### config.mk
export PLATFORM = sky130hd
export DESIGN_NAME = lge_cell
export DESIGN_NICKNAME = d
export VERILOG_FILES = /design/src/hw/rtl/lge_pkg.sv /design/src/hw/rtl/lge_cell.sv
export SDC_FILE = /design/constraint.sdc
export NUM_CORES = 1
export LEC_CHECK = 0
export BUFFER_PORTS_ARGS = -buffer_cell sky130_fd_sc_hd__buf_4
export CAP_MARGIN = 20
export CORE_AREA = 2 2 39 41
export DETAILED_ROUTE_END_ITERATION = 10
export DIE_AREA = 0 0 41 43
export SYNTH_ARGS = -nofsm -noshare
export SYNTH_HDL_FRONTEND = slang
export SYNTH_SLANG_ARGS = --single-unit
export TNS_END_PERCENT = 50
### constraint.sdc
create_clock -name clk_i -period 4.09 [get_ports clk_i]
set_clock_uncertainty 0.15 [all_clocks]
set_input_delay 0 -clock clk_i [delete_from_list [all_inputs] [get_ports clk_i]]
set_output_delay 0 -clock clk_i [all_outputs]
set_load 0.03 [all_outputs]
### src/hw/rtl/lge_pkg.sv
// Shared types and constants of the life grid engine.
// No dependencies; imported by lge_cell and life_grid_engine_core.
package lge_pkg;

  localparam int DEF_MAX_WIDTH  = 64;
  localparam int DEF_MAX_HEIGHT = 64;

  localparam int CFG_W    = 7;
  localparam int CFG_IDXW = 1;

  localparam logic [CFG_W-1:0] GRID_DIM_RST = 7'd64;

  localparam logic [CFG_IDXW-1:0] CFG_GRID_WIDTH  = 1'd0;
  localparam logic [CFG_IDXW-1:0] CFG_GRID_HEIGHT = 1'd1;

  localparam logic [3:0] LIFE_BIRTH   = 4'd3;
  localparam logic [3:0] LIFE_SURVIVE = 4'd2;

  typedef enum logic [1:0] {
    ACT_WRITE = 2'd0,
    ACT_READ  = 2'd1,
    ACT_CLEAR = 2'd2,
    ACT_STEP  = 2'd3
  } lge_act_e;

  typedef enum logic [1:0] {
    ST_IDLE,
    ST_RMW,
    ST_SWEEP,
    ST_RESP
  } lge_state_e;

  typedef struct packed {
    logic init;
    logic shift;
  } lge_cell_ctrl_t;

endpackage

### src/hw/rtl/lge_cell.sv
// One column cell of the generation chain: holds a three-row window of its column
// and works out the next state from its own and its neighbours' columns. Uses lge_pkg.
module lge_cell import lge_pkg::*; (
  input  logic           clk_i,
  input  lge_cell_ctrl_t ctrl_i,
  input  logic           act_i,
  input  logic           bit_i,
  input  logic [2:0]     left_i,
  input  logic [2:0]     right_i,
  output logic [2:0]     col_o,
  output logic           next_o
);

  logic top_q, mid_q, bot_q;
  logic [3:0] nbr_cnt;

  always_ff @(posedge clk_i) begin
    if (ctrl_i.init) begin
      top_q <= 1'b0;
      mid_q <= 1'b0;
      bot_q <= 1'b0;
    end else if (ctrl_i.shift) begin
      top_q <= mid_q;
      mid_q <= bot_q;
      bot_q <= act_i & bit_i;
    end
  end

  assign col_o = {bot_q, mid_q, top_q};

  always_comb begin
    nbr_cnt = 4'(left_i[0]) + 4'(left_i[1]) + 4'(left_i[2])
            + 4'(right_i[0]) + 4'(right_i[1]) + 4'(right_i[2])
            + 4'(top_q) + 4'(bot_q);
    next_o = act_i & ((nbr_cnt == LIFE_BIRTH) | (mid_q & (nbr_cnt == LIFE_SURVIVE)));
  end

endmodule

* Yosys cells after proc, flatten, opt, wreduce, memory -nomap -nowiden
Index checks and enable logic that the tools add are counted.
Operators by class: $add $sub $neg 7, eq/ne operators 2, bitwise logic cells 4
Operators with widths (count):
- $add A4 B1 Y4 | 4
- $eq A4 B2 Y1 const B | 2
- $add A3 B1 Y4 | 1
- $add A2 B1 Y3 | 1
- $and A1 B1 Y1 | 3
- $add A1 B1 Y2 | 1
- $or A1 B1 Y1 | 1
Storage, ports and cells: flip-flop bits (word level) 3, logic and storage cells 16

* Logic depth before layout (Yosys ltp)
Gate-level depths: netlist of run 1.
word-level depth 11, gate-level depth with buffers 10, mapped depth without buffers 10

* Worst setup path before layout of run 1
No wires, ideal clock.
path type input -> output, start point in left_i[0], end point out next_o, arrival time 2759 ps, data required time 3940 ps, path buffers 0, stages 9, path slack 1181 ps, path through inv_1 > fa_1 > fa_1 > fa_1 > inv_1 > ha_1 > fa_1 > o2111ai_1 > a21oi_1
Between the ends: longest elaborated chain between the ends 11, elaborated cells between the ends (all ways) 12, those cells by class add/sub (7); eq/ne (2); bitwise (3)
RTL lines:
- start, declared | line lge_cell.sv:8 | input logic [2:0] left_i,
- $add A1 B1 Y2 (*) | line lge_cell.sv:32 | nbr_cnt = 4'(left_i[0]) + 4'(left_i[1]) + 4'(left_i[2])
- $add A2 B1 Y3 (*) | line lge_cell.sv:32
- $add A3 B1 Y4 (*) | line lge_cell.sv:33 | + 4'(right_i[0]) + 4'(right_i[1]) + 4'(right_i[2])
- $add A4 B1 Y4 (*) (2 in a row) | line lge_cell.sv:33
- $add A4 B1 Y4 (*) (2 in a row) | line lge_cell.sv:34 | + 4'(top_q) + 4'(bot_q);
- $eq A4 B2 Y1 | line lge_cell.sv:35 | next_o = act_i & ((nbr_cnt == LIFE_BIRTH) | (mid_q & (nbr_cnt == LIFE_SURVIVE)));
- $and A1 B1 Y1 | line lge_cell.sv:35
- $or A1 B1 Y1 (*) | line lge_cell.sv:35
- $and A1 B1 Y1 (*) | line lge_cell.sv:35
- end, declared | line lge_cell.sv:11 | output logic next_o
Every way passes the cells marked *; elsewhere a longest branch is shown, timed or not.

* Worst setup path after layout of run 1
start point reg top_q, end point out next_o
Between the ends: longest elaborated chain between the ends 6, elaborated cells between the ends (all ways) 7, those cells by class add/sub (2); eq/ne (2); bitwise (3)
RTL lines:
- start, declared | line lge_cell.sv:14 | logic top_q, mid_q, bot_q;
- start signal, assigned | line lge_cell.sv:23 | top_q <= mid_q;
- $add A4 B1 Y4 (*) (2 in a row) | line lge_cell.sv:34
- $eq A4 B2 Y1 | line lge_cell.sv:35
- $and A1 B1 Y1 | line lge_cell.sv:35
- $or A1 B1 Y1 (*) | line lge_cell.sv:35
- $and A1 B1 Y1 (*) | line lge_cell.sv:35
Marked as above.

==> impl_metrics.tcl, run 1 <==
set metrics [dict create \
    cts_resized 0 \
    path_buf_inv 3 \
    setup_repair_after_global_routing_missed_its_margin "false" \
    final_cell_mix "sky130_fd_sc_hd__buf_4 (14), sky130_fd_sc_hd__inv_1 (11), sky130_fd_sc_hd__fa_1 (4)" \
    grt_max_degree 5 \
    post-route-worst-setup-slack_ns 1.197 \
    design.core.area_mm2 0.001384 \
    critPathRequiredTime_ns 3.94 \
    synth_cells 36 \
    clock_power_share_pct 37.2 \
    end_kind "output port" \
    clock_sinks 3 \
    synth-compound-area-share_pct 5.929 \
    cts.repair_timing.setup_buffer_count 0 \
    cts_max_path_buffers 2 \
    result_of_the_run "finished, final reports clean" \
    design_internal_power_mw 0.09296 \
    start_util_pct 22.88 \
    timing.critical_path.cells "inv_1, fa_1, fa_1, inv_1, ha_1, fa_1, o2111ai_1, a21oi_1, buf_4" \
    static-leakage-power_nw 0.2565 \
    place_hpwl_um 474.2 \
    place_area_um2 419.2 \
    worst-path-max-fanout 3 \
    worst-setup-path-type "register to output port" \
    drc 0 \
    die-width_um 41 \
    count_of_hold_fix_buffers_inserted_at_cts 3 \
    floorplan.die_area_mm2 0.001763 \
    comb_power_share_pct 39.6 \
    port_buffers 14 \
    first_global_vias 267 \
    library_cell_contributing_the_largest_single_delay_on_the_critical_path "sky130_fd_sc_hd__fa_1" \
    cts_tree "done" \
    maxCapViolCount 0 \
    ir_worst_vdd_mv 0.05668 \
    max-slew-margin-rel_pct 87.50 \
    pre_cts_ws_ns 1.184 \
    timing.critical_path.mode_cell "sky130_fd_sc_hd__fa_1" \
    synth_mux_area_share_pct 6.324 \
    min_from "act_i" \
    nets_in_the_synthesized_netlist 54 \
    synth_top_family_by_area "adder cells" \
    hold_viol_final 0 \
    drtIter0Drc 0 \
    postSynthRegisterBits 3 \
    cpPeakStageDelay_ns 0.48 \
    design_area_um2 475.5 \
    sequential_cell_area_um2 60.06 \
    max_clock_freq_mhz 345.7 \
    final_min_period_over_clock_period_pct 70.73 \
    ys_warn_count 0 \
    holdCritPathClass "primary input to output port" \
    cp.arrival_ns 2.74 \
    layout_commonest_cell "sky130_fd_sc_hd__buf_4" \
    p_switching_mw 0.03985 \
    final_report_setup_violation_count 0 \
    fraction_of_final_layout_cells_with_drive_strength_greater_than_1_pct 31.48 \
    power.density_mw_per_mm2 279.3 \
    finalSetupTns_ns 0 \
    period_minus_slack_ns 2.893 \
    viasPerCell 3.900 \
    post_synth_and_or_nand_nor_area_fraction_pct 11.46 \
    timing.rr.start "bot_q" \
    layout.nets 73 \
    maxSlewViolCount 0 \
    multi_input_area_um2 192.7 \
    yosysSeqAreaShare_pct 18.97 \
    syn2layout_area_growth_pct 50.20 \
    grt_first_pass_wirelength_um 903 \
    pin_count 15 \
    post_synth.cell_area_avg_um2 8.793 \
    final_core_utilization_pct 34.36 \
    grt-ovfl-total 0 \
    cts.reportedPaths.clkPinSlew_ns 0.03 \
    antenna_violating_nets_post_route 0 \
    clock_root_buffer_master "sky130_fd_sc_hd__clkbuf_4" \
    syn-cell-area_um2 316.6 \
    worst_slew_pin_slew_ns 0.1873 \
    synthXorXnorAreaFrac_pct 0 \
    place.gp.congestion 0.6869 \
    die_y_um 43 \
    synth_adder_area_share_pct 37.15 \
    worstSetupStartpointType "register" \
    num-fill-cells 143 \
    wirelength_um 547 \
    synth_cell_types 13 \
    wl_per_cell_um 7.814 \
    htreeDepth 1 \
    n_antenna_cell 0 \
    firstDrtPassIters 1 \
    worst_setup_path_startpoint "top_q" \
    cts_inserted_buffers 3 \
    netSwitchingFraction_pct 30.01 \
    rows 14 \
    tot_gr_track_use_pct 7.445 \
    antenna_found_initial 0 \
    power.sequential.fraction_pct 23.2 \
    dr_total_vias 273 \
    critical_path.top_delay_family "adder cells" \
    worst_skew_pair.late_latency_ns 0.22 \
]
==> cells by family (layout without fill, tap and decap cells) <==
logic type                 count (synthesis)  after routing
adders and majority gates                  7              7
and+or+nand+nor                            7              7
DFF                                        3              3
AOI/OAI and AO/OA                          3              3
muxes                                      2              2
buffers and inverters                     14             32
==> per-layer routing <==
metal / vias to the layer above / global-route usage [%] / share of wire [%]
met5: - / 0 / 0
met4: 0 / 6.000 / 0
met3: 0 / 0 / 5.3
met2: 6 / 12.19 / 54
met1: 126 / 8.414 / 40
li1: 141 / - / -
==> Yosys cell counts <==
library cell | n | area (µm²)
sky130_fd_sc_hd__a21oi_1 | 2 | 10.01
sky130_fd_sc_hd__buf_4 | 3 | 22.52
sky130_fd_sc_hd__dfxtp_1 | 3 | 60.06
sky130_fd_sc_hd__fa_1 | 4 | 80.08
sky130_fd_sc_hd__ha_1 | 3 | 37.54
sky130_fd_sc_hd__inv_1 | 11 | 41.29
sky130_fd_sc_hd__mux2i_1 | 2 | 20.02
sky130_fd_sc_hd__nand2_1 | 1 | 3.750
sky130_fd_sc_hd__nand2b_1 | 2 | 12.51
sky130_fd_sc_hd__nand3_1 | 1 | 5.000
sky130_fd_sc_hd__nand3b_1 | 1 | 7.510
sky130_fd_sc_hd__nor2_1 | 2 | 7.510
sky130_fd_sc_hd__o2111ai_1 | 1 | 8.760
==> registers in the layout, indices dropped and copies added (netlist names) <==
| signal | cells |
|---|---|
| top_q | 1 |
| bot_q | 1 |
| mid_q | 1 |
==> final cells by class <==
class,instances,share of cell area (%)
Clock buffer,4,5.526
Sequential cell,3,12.63
Tap cell,16,4.211
Inverter,11,8.684
Multi-Input combinational cell,19,40.53
Timing Repair Buffer,17,28.42
==> worst register-to-register path: cells and delay by family, from the launching register on <==
kind,cells,cell delay [ns]
AOI/OAI and AO/OA,1,0.11
buffers and inverters,1,0.55
and+or+nand+nor,1,0.07
DFF,1,0.37
==> stage by stage <==
step	hold slack [ns]	std cells	power (mW)
2_1_floorplan	-0.08093	36	0.06594
3_3_place_gp	0.03047	63	0.08173
3_5_place_dp	0.03233	63	0.08249
4_1_cts	0.2868	70	0.1362
5_1_grt	0.3155	70	0.1475
6_report	0.2815	70	0.1328
==> worst paths after layout <==
check | slack [ns] | to | cells past startpoint
worst max-delay path | 1.20 | next_o | 9
worst min-delay path | 0.28 | next_o | 4
worst max register to register | 2.78 | bot_q | 3
worst min register to register | 0.39 | top_q | 2
==> power groups by stage <==
| stage | clock [mW] | combinational [mW] | sequential (mW) |
|---|---|---|---|
| floorplan | 0 | 0.0349 | 0.0310 |
| global placement | 0 | 0.0505 | 0.0312 |
| detailed placement | 0 | 0.0513 | 0.0312 |
| CTS | 0.0518 | 0.0536 | 0.0308 |
| global route | 0.0551 | 0.0616 | 0.0308 |
| finish | 0.0495 | 0.0526 | 0.0308 |
Note: power is estimated with default switching activity, not from simulation.
==> inputs of run 2 (changes only) <==
clock period = 3 ns   (was 4.09 ns; I/O delays follow)
==> impl_metrics.tcl, run 2 (synthesis gave the netlist of run 1 again) <==
set metrics [dict create \
    cts_inserted_buffers 3 \
    grt_max_degree 5 \
    library_cell_contributing_the_largest_single_delay_on_the_critical_path "sky130_fd_sc_hd__fa_1" \
    cts_max_path_buffers 2 \
    grt_first_pass_wirelength_um 1028 \
    result_of_the_run "finished, final reports clean" \
    max-slew-margin-rel_pct 88.42 \
    finalSetupTns_ns 0 \
    design.core.area_mm2 0.001384 \
    timing.critical_path.cells "buf_6, inv_4, fa_1, fa_1, fa_1, inv_2, ha_4, fa_2, o2111ai_2, a21oi_2, buf_6" \
    syn2layout_area_growth_pct 61.66 \
    rows 14 \
    tot_gr_track_use_pct 8.963 \
    cts.repair_timing.setup_buffer_count 0 \
    max_clock_freq_mhz 340.5 \
    floorplan.die_area_mm2 0.001763 \
    drtIter0Drc 4 \
    fraction_of_final_layout_cells_with_drive_strength_greater_than_1_pct 48.15 \
    cts_tree "done" \
    critPathRequiredTime_ns 2.85 \
    die-width_um 41 \
    antenna_violating_nets_post_route 0 \
    worst_slew_pin_slew_ns 0.1737 \
    setup_repair_after_global_routing_missed_its_margin "true" \
    layout.nets 73 \
    firstDrtPassIters 4 \
    min_from "act_i" \
    port_buffers 14 \
    hold_viol_final 0 \
    grt-ovfl-total 0 \
    worst-setup-path-type "primary input to output port" \
    htreeDepth 1 \
    worst_skew_pair.late_latency_ns 0.23 \
    final_min_period_over_clock_period_pct 97.91 \
    timing.rr.start "bot_q" \
    start_util_pct 22.88 \
    static-leakage-power_nw 0.2538 \
    pre_cts_ws_ns 0.07022 \
    place_hpwl_um 571.3 \
    cpPeakStageDelay_ns 0.57 \
    viasPerCell 4.157 \
    clock_sinks 3 \
    drc 0 \
    timing.critical_path.mode_cell "sky130_fd_sc_hd__fa_1" \
    end_kind "output port" \
    place.gp.congestion 0.6912 \
    critical_path.top_delay_family "adder cells" \
    clock_root_buffer_master "sky130_fd_sc_hd__clkbuf_4" \
    die_y_um 43 \
    first_global_vias 285 \
    wirelength_um 716 \
    total_power_mw 0.2100 \
    holdCritPathClass "primary input to output port" \
    post-route-worst-setup-slack_ns 0.06272 \
    ir_worst_vdd_mv 0.08180 \
    worst-path-max-fanout 2 \
    pin_count 15 \
    worst_setup_path_startpoint "right_i[0]" \
    layout_top_registers "bot_q: 1 flops, mid_q: 1 flops, top_q: 1 flops" \
    antenna_found_initial 0 \
    final_report_setup_violation_count 0 \
    maxCapViolCount 0 \
    dr_total_vias 291 \
    wl_per_cell_um 10.23 \
    path_buf_inv 4 \
    maxSlewViolCount 0 \
    power.density_mw_per_mm2 410.3 \
    final_cell_mix "sky130_fd_sc_hd__buf_4 (12), sky130_fd_sc_hd__inv_1 (7)" \
    layout_commonest_cell "sky130_fd_sc_hd__buf_4" \
    worstSetupStartpointType "primary input" \
    n_antenna_cell 0 \
    cp.arrival_ns 2.79 \
    period_minus_slack_ns 2.937 \
]
run 2: cell counts in the layout (fill, tap and decap cells not counted):
No cell type changed its count.
run 2: per-layer routing:
layer  GRT usage [%]  share of wire, %
met5               0                 0
met1           8.442                34
met4           6.000                 0
met2           15.94                60
met3           1.571               5.7
run 2: repair_timing:
item / in CTS / in global routing
hold endpoints to repair: 3 / 0
hold buffers: 3 / 0
endpoints found under the setup margin: 0 / 1
gates resized for setup: 0 / 13
run 2: worst paths after layout:
kind | slack [ns] | to | depth (start not counted)
worst min-delay path | 0.22 | next_o | 4
worst max-delay path | 0.06 | next_o | 11
worst max register to register | 1.68 | bot_q | 3
worst min register to register | 0.36 | top_q | 2
run 2: worst register-to-register path, cell delays in order (launching register included):
cell	delay [ns]
sky130_fd_sc_hd__dfxtp_1	0.37
sky130_fd_sc_hd__nand2b_1	0.07
sky130_fd_sc_hd__a21oi_1	0.11
sky130_fd_sc_hd__dlygate4sd3_1	0.55
run 2: metrics by stage:
stage                     area [µm²]  hold WS (ns)  instances  utilization (%)
after global routing           511.7        0.2339         70            36.98
after CTS                      475.5        0.2769         70            34.36
after global placement         419.2       0.03051         63            30.29
after detailed placement       419.2       0.02815         63            30.29
after floorplan                316.6      -0.08093         36                -
final                          511.7        0.2186         70            36.98
run 2: cell type report:
| type | count | area, µm² |
|---|---|---|
| fill | 144 | 872.1 |
| multi-input combinational | 19 | 217.7 |
| timing repair buffer | 17 | 142.6 |
| sequential | 3 | 61.31 |
| inverter | 11 | 43.79 |
| clock buffer | 4 | 26.28 |
| tap | 16 | 20.02 |
run 2: power breakdown:
| group | internal, mW | switching [mW] | total [mW] | leakage (nW) |
|---|---|---|---|---|
| clock network | 0.0499 | 0.0216 | 0.0715 | 0.0150 |
| logic | 0.0492 | 0.0473 | 0.0965 | 0.214 |
| registers | 0.0410 | 0.000913 | 0.0420 | 0.0248 |
==> inputs of run 3 (changes only) <==
clock period = 2.75 ns   (was 3 ns; I/O delays follow)
==> impl_metrics.tcl, run 3 (synthesis gave the netlist of run 1 again) <==
set metrics [dict create \
    result_of_the_run "finished with violations" \
    violations "negative setup slack" \
    hold-path-cell-count 4 \
    max-slew-margin-rel_pct 88.73 \
    worst-setup-path-type "primary input to output port" \
    cts_tree "done" \
    pre_cts_ws_ns -0.1212 \
    antenna_violating_nets_post_route 0 \
    grt_max_degree 5 \
    timing.critical_path.cells "buf_4, inv_2, fa_1, fa_1, fa_1, inv_1, ha_2, fa_2, o2111ai_2, a21oi_2, buf_6" \
    floorplan.die_area_mm2 0.001763 \
    die_y_um 43 \
    cts.repair_timing.setup_buffer_count 0 \
    critPathRequiredTime_ns 2.60 \
    worstSetupStartpointType "primary input" \
    post-route-worst-setup-slack_ns -0.07517 \
    first_global_vias 310 \
    layout_commonest_cell "sky130_fd_sc_hd__buf_4" \
    power.sequential.fraction_pct 21.2 \
    htreeDepth 1 \
    clock_power_share_pct 35.2 \
    maxCapViolCount 0 \
    worstHoldEndpoint "next_o" \
    p_switching_mw 0.06823 \
    library_cell_contributing_the_largest_single_delay_on_the_critical_path "sky130_fd_sc_hd__fa_1" \
    grt_first_pass_wirelength_um 1104 \
    holdCritPathClass "primary input to output port" \
    critical_path.top_delay_family "adder cells" \
    cts_inserted_buffers 3 \
    hold_viol_final 0 \
    max_clock_freq_mhz 354.0 \
    clock_root_buffer_master "sky130_fd_sc_hd__clkbuf_4" \
    wirelength_um 612 \
    reg2reg_setup_slack_ns 1.38 \
    port_buffers 14 \
    start_util_pct 22.88 \
    comb_power_share_pct 43.6 \
    worst_skew_pair.late_latency_ns 0.23 \
    n_antenna_cell 0 \
    worst_slew_pin_slew_ns 0.1690 \
    die-width_um 41 \
    design.core.area_mm2 0.001384 \
    power.density_mw_per_mm2 411.9 \
    final_report_setup_violation_count 1 \
    netSwitchingFraction_pct 31.52 \
    fraction_of_final_layout_cells_with_drive_strength_greater_than_1_pct 42.11 \
    ir_worst_vdd_mv 0.09392 \
    cts_max_path_buffers 2 \
    static-leakage-power_nw 0.2678 \
    cp.arrival_ns 2.68 \
    critical_path.reg2reg.endpoint "top_q" \
    rows 14 \
    path_buf_inv 4 \
    dr_total_vias 282 \
    antenna_found_initial 0 \
    final_core_utilization_pct 37.97 \
    cpPeakStageDelay_ns 0.54 \
    num-fill-cells 150 \
    maxSlewViolCount 0 \
    drc 0 \
    hold_slack_ns 0.2103 \
    grt-ovfl-total 0 \
    worst-path-max-fanout 2 \
    drtIter0Drc 2 \
    total_power_mw 0.2165 \
    final_cell_mix "sky130_fd_sc_hd__buf_4 (13), sky130_fd_sc_hd__inv_1 (9), sky130_fd_sc_hd__dlygate4sd3_1 (6)" \
    worstRegToRegCells 3 \
    layout.nets 76 \
    end_kind "output port" \
    finalSetupTns_ns -0.07517 \
    final_min_period_over_clock_period_pct 102.7 \
    layout_top_registers "bot_q: 1 flops, mid_q: 1 flops, top_q: 1 flops" \
    clock_sinks 3 \
    syn2layout_area_growth_pct 66.01 \
    timing.rr.start "mid_q" \
    place.gp.congestion 0.7004 \
    viasPerCell 3.863 \
    setup_repair_after_global_routing_missed_its_margin "true" \
    wl_per_cell_um 8.384 \
    design_internal_power_mw 0.1482 \
    period_minus_slack_ns 2.825 \
    firstDrtPassIters 3 \
    min_from "act_i" \
    timing.critical_path.mode_cell "sky130_fd_sc_hd__fa_1" \
    pin_count 15 \
    place_hpwl_um 493 \
    tot_gr_track_use_pct 9.577 \
]
==> run 3: changes by cell type in the layout (fill, tap and decap cells not counted), sizes merged <==
cell         before  now
dlygate4sd3       3    6
==> run 3: through the flow <==
step                area [µm²]  std cells
floorplan                320.3         36
global placement         422.9         63
detailed placement       422.9         63
CTS                      525.5         73
global route             525.5         73
finish                   525.5         73
==> run 3: metal layers <==
metal	GRT usage (%)	vias up	part of all wire [%]
met3	1.571	0	5.1
met1	10.42	125	40
met5	0	-	0
met4	8.000	0	0
met2	15.00	9	55
li1	-	148	-
==> run 3: worst max-delay path by stage <==
stage                         to  slack [ns]       from  cells after the start
after floorplan           next_o       0.006  left_i[0]                      9
after global placement    next_o       -0.11  left_i[0]                     12
after detailed placement  next_o       -0.12  left_i[0]                     12
after CTS                 next_o       -0.11      top_q                      9
after global routing      next_o       -0.20      top_q                      9
final                     next_o       -0.08  left_i[0]                     11
==> run 3: power by group through the flow <==
stage	registers, mW	clock network (mW)	logic, mW
floorplan	0.0461	0	0.0541
global placement	0.0464	0	0.0772
detailed placement	0.0464	0	0.0796
CTS	0.0458	0.0815	0.0959
global route	0.0459	0.0870	0.108
finish	0.0458	0.0762	0.0944
==> run 3: repair_timing <==
item | in CTS | in global routing
hold buffers | 6 | 0
endpoints found under the setup margin | 1 | 1
resized for setup | 7 | 0
hold endpoints to repair | 3 | 0
==> run 3: layout make-up <==
cell class | count | area (µm²) | area share [%]
inverter | 11 | 41.29 | 7.857
timing repair buffer | 20 | 168.9 | 32.14
clock buffer | 4 | 26.28 | 5.000
sequential | 3 | 61.31 | 11.67
multi-input combinational | 19 | 207.7 | 39.52
tap | 16 | 20.02 | 3.810
==> run 3: tightest hold or removal path, stage by stage <==
cell and delay [ns]:
sky130_fd_sc_hd__buf_4 0.12, sky130_fd_sc_hd__o2111ai_2 0.08, sky130_fd_sc_hd__a21oi_2 0.04, sky130_fd_sc_hd__buf_6 0.13
